===== src/hw/rtl/vqbd_pkg.sv =====
// Package for the vector-quantization block decoder: widths, codes, reset values
// and the structs shared by the front end, the back end and the top level.
// Depends on nothing.
`timescale 1ns / 1ps
`default_nettype none

package vqbd_pkg;

   // Defaults for the top-level parameters
   localparam int DICT_ENTRIES_DEFAULT   = 256;
   localparam int MAX_BLOCK_SIDE_DEFAULT = 8;

   // Fixed by the field widths of the channels
   localparam int PIXEL_BITS  = 16;
   localparam int COORD_BITS  = 12;
   localparam int SIDE_W      = 4;
   localparam int SIZE_W      = COORD_BITS + 1;
   localparam int ENTRY_W     = 8;
   localparam int ELEMENT_W   = 6;
   localparam int CSR_ADDR_W  = 2;
   localparam int CSR_DATA_W  = SIZE_W;
   localparam int REQ_TDATA_W = 32;
   localparam int REQ_TUSER_W = 2;
   localparam int RSP_TDATA_W = 2 * COORD_BITS + 2 * PIXEL_BITS;

   // Image limit: sizes above this act as this
   localparam logic [SIZE_W-1:0] COORD_LIMIT = SIZE_W'(2 ** COORD_BITS);

   // Command queue between front and back end
   localparam int QUEUE_DEPTH = 4;
   localparam int QPTR_W      = $clog2(QUEUE_DEPTH);

   // Command codes on the request channel
   localparam logic OP_LOAD   = 1'b0;
   localparam logic OP_DECODE = 1'b1;

   // Configuration register indexes
   localparam logic [CSR_ADDR_W-1:0] CSR_TILE_WIDTH    = 2'd0;
   localparam logic [CSR_ADDR_W-1:0] CSR_TILE_HEIGHT   = 2'd1;
   localparam logic [CSR_ADDR_W-1:0] CSR_IMAGE_COLUMNS = 2'd2;
   localparam logic [CSR_ADDR_W-1:0] CSR_IMAGE_LINES   = 2'd3;

   // Configuration reset values
   localparam logic [SIDE_W-1:0] TILE_WIDTH_RESET    = 4'd4;
   localparam logic [SIDE_W-1:0] TILE_HEIGHT_RESET   = 4'd4;
   localparam logic [SIZE_W-1:0] IMAGE_COLUMNS_RESET = 13'd512;
   localparam logic [SIZE_W-1:0] IMAGE_LINES_RESET   = 13'd512;

   typedef enum logic [1:0] {
      KIND_SKIP,
      KIND_LOAD,
      KIND_DECODE
   } cmd_kind_type;

   typedef enum logic {
      BK_IDLE,
      BK_RUN
   } back_state_type;

   typedef struct packed {
      cmd_kind_type          kind;
      logic                  first;
      logic                  entry_ok;
      logic [PIXEL_BITS-1:0] value;
   } queue_ctl_type;

   typedef struct packed {
      logic [SIDE_W-1:0] tile_width;
      logic [SIDE_W-1:0] tile_height;
      logic [SIZE_W-1:0] image_columns;
      logic [SIZE_W-1:0] image_lines;
   } cfg_type;

endpackage

`default_nettype wire


===== src/hw/rtl/vqbd_back.sv =====
// Back end: takes commands from the queue, writes loads into the dictionary
// and sequences decodes one pixel per cycle, unless the result stalls, through the
// dictionary read port, with the block origin, the running maximum and the result register.
// Uses vqbd_pkg; drives the ports of a vqbd_ram instance.
`timescale 1ns / 1ps
`default_nettype none

module vqbd_back #(
   parameter int DICT_ENTRIES   = vqbd_pkg::DICT_ENTRIES_DEFAULT,
   parameter int MAX_BLOCK_SIDE = vqbd_pkg::MAX_BLOCK_SIDE_DEFAULT,
   localparam int SLOTS  = MAX_BLOCK_SIDE * MAX_BLOCK_SIDE,
   localparam int ADDR_W = (DICT_ENTRIES * SLOTS > 1) ? $clog2(DICT_ENTRIES * SLOTS) : 1
) (
   input  wire logic                                clock,
   input  wire logic                                reset,
   input  wire vqbd_pkg::cfg_type                   cfg,
   input  wire logic                                q_valid,
   output logic                                     q_ready,
   input  wire vqbd_pkg::queue_ctl_type             q_ctl,
   input  wire logic [ADDR_W-1:0]                   q_addr,
   output logic                                     ram_we,
   output logic      [ADDR_W-1:0]                   ram_waddr,
   output logic      [vqbd_pkg::PIXEL_BITS-1:0]     ram_wdata,
   output logic                                     ram_re,
   output logic      [ADDR_W-1:0]                   ram_raddr,
   input  wire logic [vqbd_pkg::PIXEL_BITS-1:0]     ram_rdata,
   output logic                                     rsp_tvalid,
   input  wire logic                                rsp_tready,
   output logic      [vqbd_pkg::RSP_TDATA_W-1:0]    rsp_tdata,
   output logic                                     rsp_tlast,
   output logic                                     rsp_tuser
);

   import vqbd_pkg::*;

   localparam int SUM_W = SIZE_W + 1;

   back_state_type state_ff, state_in;

   logic [SIDE_W-1:0] bw_c, bh_c;
   logic [SIZE_W-1:0] cols_c, lines_c;

   logic issue, adv, setup, last_pix, k_last;
   logic [COORD_BITS-1:0] o_r, o_c;
   logic row_last, frame_last;

   // Origin and running maximum
   logic [COORD_BITS-1:0] origin_row_ff, origin_row_in;
   logic [COORD_BITS-1:0] origin_col_ff, origin_col_in;
   logic [PIXEL_BITS-1:0] running_max_ff, running_max_in;

   // Sequencer
   logic [SIDE_W-1:0]     j_ff, j_in, k_ff, k_in;
   logic [COORD_BITS-1:0] row_ff, row_in, col_ff, col_in, base_col_ff, base_col_in;
   logic [ADDR_W-1:0]     addr_ff, addr_in;
   logic                  ent_ok_ff, ent_ok_in;
   logic                  frame_last_ff, frame_last_in;
   logic                  clr_ff, clr_in;

   // Read stage: RAM data arrives with these tags
   logic                  s1_valid_ff, s1_valid_in;
   logic [COORD_BITS-1:0] s1_row_ff, s1_row_in, s1_col_ff, s1_col_in;
   logic                  s1_last_ff, s1_last_in, s1_frame_ff, s1_frame_in;
   logic                  s1_ok_ff, s1_ok_in, s1_clr_ff, s1_clr_in;

   // Result register
   logic                  out_valid_ff, out_valid_in;
   logic [COORD_BITS-1:0] out_row_ff, out_row_in, out_col_ff, out_col_in;
   logic [PIXEL_BITS-1:0] out_pix_ff, out_pix_in, out_max_ff, out_max_in;
   logic                  out_last_ff, out_last_in, out_frame_ff, out_frame_in;

   logic [PIXEL_BITS-1:0] pix, max_base, max_new;

   // Out-of-range sizes are pulled back into range
   always_comb begin
      if (cfg.tile_width == '0) begin
         bw_c = SIDE_W'(1);
      end else if (int'(cfg.tile_width) > MAX_BLOCK_SIDE) begin
         bw_c = SIDE_W'(MAX_BLOCK_SIDE);
      end else begin
         bw_c = cfg.tile_width;
      end
      if (cfg.tile_height == '0) begin
         bh_c = SIDE_W'(1);
      end else if (int'(cfg.tile_height) > MAX_BLOCK_SIDE) begin
         bh_c = SIDE_W'(MAX_BLOCK_SIDE);
      end else begin
         bh_c = cfg.tile_height;
      end
      if (cfg.image_columns == '0) begin
         cols_c = SIZE_W'(1);
      end else if (cfg.image_columns > COORD_LIMIT) begin
         cols_c = COORD_LIMIT;
      end else begin
         cols_c = cfg.image_columns;
      end
      if (cfg.image_lines == '0) begin
         lines_c = SIZE_W'(1);
      end else if (cfg.image_lines > COORD_LIMIT) begin
         lines_c = COORD_LIMIT;
      end else begin
         lines_c = cfg.image_lines;
      end
   end

   assign adv      = !out_valid_ff || rsp_tready;
   assign k_last   = k_ff == bw_c - SIDE_W'(1);
   assign last_pix = k_last && (j_ff == bh_c - SIDE_W'(1));

   // Next state
   always_comb begin
      state_in = state_ff;
      case (state_ff)
         BK_IDLE: begin
            if (q_valid && q_ctl.kind == KIND_DECODE) begin
               state_in = BK_RUN;
            end
         end
         BK_RUN: begin
            if (issue && last_pix) begin
               state_in = BK_IDLE;
            end
         end
         default: begin
            state_in = BK_IDLE;
         end
      endcase
   end

   // State outputs
   always_comb begin
      q_ready = 1'b0;
      ram_we  = 1'b0;
      issue   = 1'b0;
      case (state_ff)
         BK_IDLE: begin
            q_ready = 1'b1;
            ram_we  = q_valid && q_ctl.kind == KIND_LOAD;
         end
         BK_RUN: begin
            // A new read only when the word now in the read register can move on
            issue = !s1_valid_ff || adv;
         end
         default: begin
            q_ready = 1'b0;
         end
      endcase
   end

   assign ram_re    = issue;
   assign ram_raddr = addr_ff;
   assign ram_waddr = q_addr;
   assign ram_wdata = q_ctl.value;
   assign setup     = q_ready && q_valid && q_ctl.kind == KIND_DECODE;

   // Block placement for the decode at the head of the queue
   always_comb begin
      o_r = q_ctl.first ? '0 : origin_row_ff;
      o_c = q_ctl.first ? '0 : origin_col_ff;
      row_last = SUM_W'(o_c) + SUM_W'(bw_c) >= SUM_W'(cols_c);
      frame_last = row_last && (SUM_W'(o_r) + SUM_W'(bh_c) >= SUM_W'(lines_c));
   end

   assign pix      = s1_ok_ff ? ram_rdata : '0;
   assign max_base = s1_clr_ff ? '0 : running_max_ff;
   assign max_new  = (pix > max_base) ? pix : max_base;

   always_comb begin
      origin_row_in  = origin_row_ff;
      origin_col_in  = origin_col_ff;
      running_max_in = running_max_ff;
      j_in           = j_ff;
      k_in           = k_ff;
      row_in         = row_ff;
      col_in         = col_ff;
      base_col_in    = base_col_ff;
      addr_in        = addr_ff;
      ent_ok_in      = ent_ok_ff;
      frame_last_in  = frame_last_ff;
      clr_in         = clr_ff;
      s1_valid_in    = s1_valid_ff;
      s1_row_in      = s1_row_ff;
      s1_col_in      = s1_col_ff;
      s1_last_in     = s1_last_ff;
      s1_frame_in    = s1_frame_ff;
      s1_ok_in       = s1_ok_ff;
      s1_clr_in      = s1_clr_ff;
      out_valid_in   = out_valid_ff;
      out_row_in     = out_row_ff;
      out_col_in     = out_col_ff;
      out_pix_in     = out_pix_ff;
      out_max_in     = out_max_ff;
      out_last_in    = out_last_ff;
      out_frame_in   = out_frame_ff;

      if (setup) begin
         j_in          = '0;
         k_in          = '0;
         row_in        = o_r;
         col_in        = o_c;
         base_col_in   = o_c;
         addr_in       = q_addr;
         ent_ok_in     = q_ctl.entry_ok;
         frame_last_in = frame_last;
         clr_in        = q_ctl.first;
         if (frame_last) begin
            origin_row_in = '0;
            origin_col_in = '0;
         end else if (row_last) begin
            origin_row_in = o_r + COORD_BITS'(bh_c);
            origin_col_in = '0;
         end else begin
            origin_row_in = o_r;
            origin_col_in = o_c + COORD_BITS'(bw_c);
         end
      end

      if (s1_valid_ff && adv) begin
         out_row_in     = s1_row_ff;
         out_col_in     = s1_col_ff;
         out_pix_in     = pix;
         out_max_in     = max_new;
         out_last_in    = s1_last_ff;
         out_frame_in   = s1_frame_ff;
         running_max_in = max_new;
      end
      if (adv) begin
         out_valid_in = s1_valid_ff;
         s1_valid_in  = 1'b0;
      end

      if (issue) begin
         s1_valid_in = 1'b1;
         s1_row_in   = row_ff;
         s1_col_in   = col_ff;
         s1_last_in  = last_pix;
         s1_frame_in = last_pix && frame_last_ff;
         s1_ok_in    = ent_ok_ff;
         s1_clr_in   = clr_ff;
         clr_in      = 1'b0;
         addr_in     = addr_ff + ADDR_W'(1);
         if (k_last) begin
            k_in   = '0;
            j_in   = j_ff + SIDE_W'(1);
            col_in = base_col_ff;
            row_in = row_ff + COORD_BITS'(1);
         end else begin
            k_in   = k_ff + SIDE_W'(1);
            col_in = col_ff + COORD_BITS'(1);
         end
      end
   end

   always_ff @(posedge clock) begin
      if (reset) begin
         state_ff       <= BK_IDLE;
         origin_row_ff  <= '0;
         origin_col_ff  <= '0;
         running_max_ff <= '0;
         s1_valid_ff    <= 1'b0;
         out_valid_ff   <= 1'b0;
      end else begin
         state_ff       <= state_in;
         origin_row_ff  <= origin_row_in;
         origin_col_ff  <= origin_col_in;
         running_max_ff <= running_max_in;
         s1_valid_ff    <= s1_valid_in;
         out_valid_ff   <= out_valid_in;
      end
   end

   always_ff @(posedge clock) begin
      j_ff          <= j_in;
      k_ff          <= k_in;
      row_ff        <= row_in;
      col_ff        <= col_in;
      base_col_ff   <= base_col_in;
      addr_ff       <= addr_in;
      ent_ok_ff     <= ent_ok_in;
      frame_last_ff <= frame_last_in;
      clr_ff        <= clr_in;
      s1_row_ff     <= s1_row_in;
      s1_col_ff     <= s1_col_in;
      s1_last_ff    <= s1_last_in;
      s1_frame_ff   <= s1_frame_in;
      s1_ok_ff      <= s1_ok_in;
      s1_clr_ff     <= s1_clr_in;
      out_row_ff    <= out_row_in;
      out_col_ff    <= out_col_in;
      out_pix_ff    <= out_pix_in;
      out_max_ff    <= out_max_in;
      out_last_ff   <= out_last_in;
      out_frame_ff  <= out_frame_in;
   end

   assign rsp_tvalid = out_valid_ff;
   assign rsp_tdata  = {out_max_ff, out_pix_ff, out_col_ff, out_row_ff};
   assign rsp_tlast  = out_last_ff;
   assign rsp_tuser  = out_frame_ff;

endmodule

`default_nettype wire


===== config.mk =====
export PLATFORM = sky130hd
export DESIGN_NAME = vqbd_back
export DESIGN_NICKNAME = d
export VERILOG_FILES = /design/src/hw/rtl/vqbd_pkg.sv /design/src/hw/rtl/vqbd_back.sv
export SDC_FILE = /design/constraint.sdc
export NUM_CORES = 1
export LEC_CHECK = 0
export ABC_AREA = 1
export BUFFER_PORTS_ARGS = -buffer_cell sky130_fd_sc_hd__buf_2
export CORE_UTILIZATION = 45
export DETAILED_ROUTE_END_ITERATION = 10
export PLACE_DENSITY = 0.64
export SKIP_CTS_REPAIR_TIMING = 1
export SLEW_MARGIN = 20
export SYNTH_ARGS = -nofsm -noshare
export SYNTH_HDL_FRONTEND = slang
export SYNTH_SLANG_ARGS = --single-unit

===== constraint.sdc =====
create_clock -name clock -period 6.7 [get_ports clock]
set_clock_uncertainty 0.1 [all_clocks]
set_input_delay 0.335 -clock clock [delete_from_list [all_inputs] [get_ports clock]]
set_output_delay 0.335 -clock clock [all_outputs]
set_load 0.01 [all_outputs]

==> results of run 1 <==
## layer usage
layer  vias up  part of all wire  global-route usage
li1       4400                 -                   -
met2       198              0.45               0.295
met4         0             0.015              0.0596
met3        25             0.044              0.0278
met5         -                 0                   0
met1      3663              0.49               0.248
## final cells by class
type	instances	area, sq um	share of cell area
sequential	190	5100	0.418
timing repair buffer	168	861	0.0704
inverter	202	763	0.0624
clock inverter	15	153	0.0125
multi-input combinational	836	4520	0.370
tap	319	399	0.0327
clock buffer	17	425	0.0348
## worst register-to-register path: stages, from the launching register on
cell and delay, ns:
dfxtp_1 0.32, inv_1 0.04, nor2_1 0.16, ha_1 0.24, fa_1 0.22, nand3_1 0.08
nand3_1 0.11, nand2_1 0.06, nor2_1 0.20, nand3_1 0.16, nor4_1 0.24, ha_1 0.32
nand2_1 0.11, inv_1 0.05, nand2_1 0.06, nand2_1 0.05, a21oi_2 0.43, nand3_2 0.40
inv_1 0.44, nand3_1 0.13, a21oi_1 0.15
## worst max path at each step
stage / end / slack, ns / depth (start not counted)
after CTS: origin_col_ff[5] / 2.54 / 20
after global routing: origin_col_ff[5] / 2.07 / 20
after global placement: origin_col_ff[5] / 2.31 / 20
after detailed placement: origin_col_ff[5] / 2.20 / 20
after floorplan: origin_row_ff[10] / 3.34 / 22
final: origin_col_ff[5] / 2.56 / 20
## where the power goes
group | internal, W | switching (W)
clock network | 0.000526 | 0.000459
registers | 0.00130 | 0.0000310
logic | 0.000109 | 0.000187
## registers in the layout, summed over array words and instances, names as in the netlist, 4 cells and up
name,flops
col_ff,12
origin_col_ff,12
s1_row_ff,12
out_row_ff,12
s1_col_ff,12
running_max_ff,16
ram_raddr,14
origin_row_ff,12
out_pix_ff,16
out_max_ff,16
base_col_ff,12
k_ff,4
row_ff,12
j_ff,4
out_col_ff,12
## per-stage QoR
stage	worst slack, ns	cell area [sq um]	std cells	util
3_5_place_dp	2.20	11600	1714	0.494
5_1_grt	2.07	12200	1747	0.519
3_3_place_gp	2.31	11600	1714	0.494
4_1_cts	2.54	12200	1746	0.519
2_1_floorplan	3.34	10800	1296	-
6_report	2.56	12200	1747	0.519
## cells by family after synthesis
| family | after synthesis |
|---|---|
| AO/OA/AOI/OAI | 127 |
| XOR/XNOR | 44 |
| adder cells (fa/ha/maj) | 59 |
| buffers and inverters | 270 |
| flip-flops | 190 |
| AND/OR/NAND/NOR | 606 |
## cell usage in the layout, fill, tap and decap left out, drive strengths merged, types with 2 or more instances in the layout
cell type and instances:
fa 2, nor2 128, xnor2 13, inv 209
nand4 23, clkinv 4, dfxtp 60, a31oi 3
nor4 8, xor2 31, o211ai 9, nand3 89
clkbuf 17, o21bai 3, edfxtp 130, nand2 340
o21ai 54, or2 4, buf 167, clkinvlp 3
a21oi 56, ha 57, nor3b 2, nor3 11
## synth_stat cells, types with 18 or more instances
master and n:
nand2_1 326, inv_1 181, edfxtp_1 130, nor2_1 121, nand3_1 85, dfxtp_1 60
ha_1 57, a21oi_1 54, o21ai_0 46, buf_4 32, xor2_1 30, clkbuf_1 23
nand4_1 21, inv_2 18
==> impl_metrics.tcl, run 1 <==
set metrics [dict create \
    yosysSeqAreaShare 0.471 \
    vdd.ir_drop.worst_mv 0.140 \
    io_buffers 161 \
    synth_top_cell_by_area "edfxtp_1" \
    vias_per_cell 4.74 \
    num_io_pins 194 \
    coreArea_sq_mm 0.0235 \
    synth-xor-area-share 0.0363 \
    synth_top_family_by_area "simple AND/OR/NAND/NOR gates" \
    route.antenna.remaining_nets 0 \
    clkSinkCount 190 \
    num_antenna_cells 0 \
    row_count 56 \
    synthSimpleGateAreaFrac 0.242 \
    cts_buffers 17 \
    synthCells 1296 \
    finalSetupViolations 0 \
    clk_latency_ns 0.43 \
    r2r_cells 20 \
    cp.arrival_ns 4.40 \
    whs_endpoint "ram_raddr[1]" \
    start_util 0.460 \
    slowest_delay_ns 0.43 \
    startpoint "origin_col_ff[0]" \
    syn2layout_area_growth_pct 12.8 \
    path_buf_inv 3 \
    reg2reg_slack_ns 2.56 \
    dr_total_vias 8286 \
    yosysTopAreaCellShare 0.360 \
    fin_crit_ns 4.14 \
    synth-edff-count 130 \
    timing.final.crit_share 0.618 \
    power.total_w 0.00262 \
    htreeDepth 4 \
    max-slew-margin-rel 0.404 \
    outcome "complete, no violations" \
    critPathMaxFanout 15 \
    hold_start "q_addr[1]" \
    yosys.cell_types.count 45 \
    r2r_end "origin_col_ff[5]" \
    worstHoldPathType "primary input to register" \
    synth_flop_cell "edfxtp_1" \
    tightest_slew_ns 0.893 \
    crit_chain "inv_1 > nor2_1 > ha_1 > fa_1 > nand3_1 > nand3_1 > nand2_1 > nor2_1 > nand3_1 > nor4_1 > ha_1 > nand2_1 > inv_1 > nand2_1 > nand2_1 > a21oi_2 > nand3_2 > inv_1 > nand3_1 > a21oi_1" \
    yosys.area_share.adder 0.0695 \
    ys_seq_elements 190 \
    syn-cell-area_sq_mm 0.0108 \
    async_reset_ff_frac 0 \
    synth_compound_area_frac 0.0692 \
    yosys-mux-area-fraction 0 \
    nets 1562 \
    cp.required_ns 6.96 \
    max_freq_ghz 0.242 \
    fp.dieW_um 157 \
    slew_violations 0 \
    root_buffer "clkbuf_16" \
    worstSetupStartpointType "register" \
    cap_violations 0 \
    grt_max_degree 51 \
    gr-total-overflow 0 \
    crit_path_top_delay_cell "a21oi_2" \
    critPathKind "register to register" \
    crit_family "simple AND/OR/NAND/NOR gates" \
    die-area_sq_mm 0.0247 \
    die_h_um 157 \
    grt_pass1_vias 7522 \
    gp_congestion 0.843 \
    critPathCaptureType "register" \
    post_drt_wl_per_cell_um 12.5 \
    setup-tns-final_ns 0 \
    ys_top_cells_by_area "edfxtp_1 (36%), nand2_1 (11%), dfxtp_1 (11%)" \
    hpwl_um 16300 \
    num-fill-cells 2202 \
    cts_tree "yes" \
    drc 0 \
    antenna_found_initial 0 \
    min_path_cells 3 \
    hold_ws_ns 0.0954 \
    p_leak_nw 5.63 \
    drive_gt1_frac 0.190 \
    finalHoldViolCount 0 \
    yosysWarnings 0 \
    grt_pass1_wl_um 35800 \
    power_density_mw_per_mm2 214 \
    drt_wl_total_um 21900 \
    rsz0062_at_grt "no" \
    syn_avg_cell_area_sq_um 8.36 \
    drt_iter0_markers 470 \
    grt_use_total 0.182 \
    firstDrtPassIters 5 \
    syn_nets 1443 \
    cts.reportedPaths.clkPinSlew_ns 0.07 \
    r2r_start "origin_col_ff[0]" \
    clock_path_buffers 2 \
]
(Power assumes the default switching activity.)
==> inputs of run 2 (changes only) <==
--- a/config.mk
+++ b/config.mk
@@ -5,7 +5,7 @@
 export SDC_FILE = /design/constraint.sdc
 export NUM_CORES = 1
 export LEC_CHECK = 0
-export ABC_AREA = 1
+export ABC_AREA = 0
 export BUFFER_PORTS_ARGS = -buffer_cell sky130_fd_sc_hd__buf_2
 export CORE_UTILIZATION = 45
 export DETAILED_ROUTE_END_ITERATION = 10
==> constraint.sdc (replaced) <==
create_clock -name clock -period 4.2 [get_ports clock]
set_clock_uncertainty 0.1 [all_clocks]
set_input_delay 0.21 -clock clock [delete_from_list [all_inputs] [get_ports clock]]
set_output_delay 0.21 -clock clock [all_outputs]
set_load 0.01 [all_outputs]
==> impl_metrics.tcl, run 2 <==
set metrics [dict create \
    outcome "complete, no violations" \
    crit_chain "nor2b_1 > ha_1 > fa_1 > a21o_1 > a21oi_1 > nor3_1 > and3_1 > xor2_1 > ha_1 > a21o_1 > a21oi_1 > a21oi_1 > o21ai_2 > or4_1 > o32ai_1" \
    fin_crit_ns 3.98 \
    tightest_slew_ns 1.04 \
    final_area_sq_mm 0.0115 \
    register_area_sq_mm 0.00510 \
    die-area_sq_mm 0.0226 \
    vias_per_cell 5.18 \
    rsz0062_at_grt "no" \
    power_density_mw_per_mm2 352 \
    coreArea_sq_mm 0.0213 \
    grt_max_degree 50 \
    synth-edff-count 130 \
    fp.dieW_um 150 \
    async_reset_ff_frac 0 \
    max_freq_ghz 0.251 \
    slowest_delay_ns 0.62 \
    syn_avg_cell_area_sq_um 10.2 \
    cp.required_ns 4.45 \
    dp_slack_ns 0.106 \
    htreeDepth 4 \
    nets 1260 \
    yosysWarnings 0 \
    grt_pass1_vias 6573 \
    drc 0 \
    yosysMostFrequentCell "nand2_1" \
    root_buffer "clkbuf_16" \
    grt_pass1_wl_um 32700 \
    num_antenna_cells 0 \
    dp.cells 1355 \
    antenna_found_initial 0 \
    num-fill-cells 1903 \
    worstHoldPathType "primary input to register" \
    finalSetupViolations 0 \
    synth_common_cells "nand2_1 (153), edfxtp_1 (130), o21ai_0 (66)" \
    critPathCaptureType "register" \
    vdd.ir_drop.worst_mv 0.229 \
    yosysSeqAreaShare 0.516 \
    row_count 53 \
    placed_cell_area_sq_mm 0.0108 \
    gr-total-overflow 0 \
    clk_latency_ns 0.43 \
    crit_family "compound AO/OA/AOI/OAI gates" \
    yosysTopAreaCellShare 0.395 \
    gp_congestion 0.877 \
    ys_top_cells_by_area "edfxtp_1 (39%), dfxtp_1 (12%), ha_1 (7.2%)" \
    syn-cell-area_sq_mm 0.00988 \
    finalNonFillerCells 1401 \
    setup_slack_ns 0.220 \
    synth_flop_cell "edfxtp_1" \
    synthCells 971 \
    reg_top3 "out_max_ff (16), out_pix_ff (16), running_max_ff (16)" \
    die_h_um 150 \
    path_buf_inv 0 \
    max-slew-margin-rel 0.307 \
    clock_path_buffers 2 \
    cp_common_cell "a21oi_1" \
    io_buffers 161 \
    dr_total_vias 7258 \
    cts_tree "yes" \
    post_drt_wl_per_cell_um 14.7 \
    hpwl_um 15000 \
    crit_path_top_delay_cell "or4_1" \
    ys_seq_elements 190 \
    syn2layout_area_growth_pct 16.4 \
    final_common_cell "buf_2" \
    firstDrtPassIters 5 \
    drt_iter0_markers 403 \
    setup-tns-final_ns 0 \
    multiInputGateArea_sq_mm 0.00425 \
    finalHoldViolCount 0 \
    critPathMaxFanout 6 \
    drt_wl_total_um 20500 \
    drive_gt1_frac 0.203 \
    synth_top_cell_by_area "edfxtp_1" \
    cts_buffers 17 \
    p_leak_nw 4.64 \
    slew_violations 0 \
    cts.reportedPaths.clkPinSlew_ns 0.08 \
    clkSinkCount 190 \
    syn_nets 1118 \
    route.antenna.remaining_nets 0 \
    yosys.cell_types.count 59 \
    hold_ws_ns 0.0111 \
    critPathKind "register to register" \
    num_io_pins 194 \
    layout_common_cells "buf_2 (161), nand2_1 (152), edfxtp_1 (130), o21ai_0 (66), dfxtp_1 (60)" \
    cap_violations 0 \
    timing.final.crit_share 0.948 \
    worstSetupStartpointType "register" \
    start_util 0.464 \
    grt_use_total 0.185 \
    cp.arrival_ns 4.22 \
]
## run 2: changes by cell type after synthesis, sizes merged, moves of 13 or more
cell    before  now
nand2b       0   33
or3          0   24
nor2b        0   31
clkbuf      23   36
nand3       89   31
nand2      340  153
a31oi        3   21
inv        201   36
o21ai       54   67
nor2       128   39
## run 2: path summary, 6_finish.rpt
path	to	startpoint	depth (start not counted)	slack [ns]
setup reg to reg	origin_row_ff[9]	origin_col_ff[0]	15	0.22
hold reg to reg	out_row_ff[11]	s1_row_ff[11]	0	0.31
hold / removal	out_pix_ff[5]	ram_rdata[5]	3	0.01
setup / recovery	origin_row_ff[9]	origin_col_ff[0]	15	0.22
## run 2: cell type report
| class | instances | area share |
|---|---|---|
| clock inverters | 15 | 0.0112 |
| clock buffers | 17 | 0.0370 |
| well taps | 275 | 0.0299 |
| multi-input cells | 671 | 0.370 |
| flip-flops and latches | 190 | 0.444 |
| repair buffers | 197 | 0.0966 |
| inverters | 36 | 0.0117 |
## run 2: per-stage QoR
step,utilization,power [W]
after floorplan,-,0.00244
after global placement,0.508,0.00256
after detailed placement,0.508,0.00256
after CTS,0.534,0.00408
after global routing,0.540,0.00423
final,0.540,0.00405
## run 2: tightest hold or removal path: stages
cell,delay (ns)
buf_2,0.07
nand2_1,0.07
inv_1,0.08
## run 2: logic make-up after synthesis
| logic type | synth area share |
|---|---|
| AND/OR/NAND/NOR | 0.182 |
| AO/OA/AOI/OAI | 0.122 |
| flip-flops | 0.516 |
| buffers and inverters | 0.0552 |
| adder cells (fa/ha/maj) | 0.0762 |
| XOR/XNOR | 0.0408 |
| multiplexers | 0.00709 |
## run 2: power by group
| group | switching (W) | total, W | internal, W |
|---|---|---|---|
| Combinational | 0.000234 | 0.000395 | 0.000162 |
| Sequential | 0.0000545 | 0.00214 | 0.00208 |
| Clock | 0.000742 | 0.00152 | 0.000778 |
## run 2: layer usage
layer / vias up / global-route usage / wire length, um
met5: - / 0 / 0
met4: 0 / 0.0449 / 109
met3: 8 / 0.0400 / 1040
met2: 179 / 0.296 / 9580
met1: 3324 / 0.256 / 9820
li1: 3747 / - / -
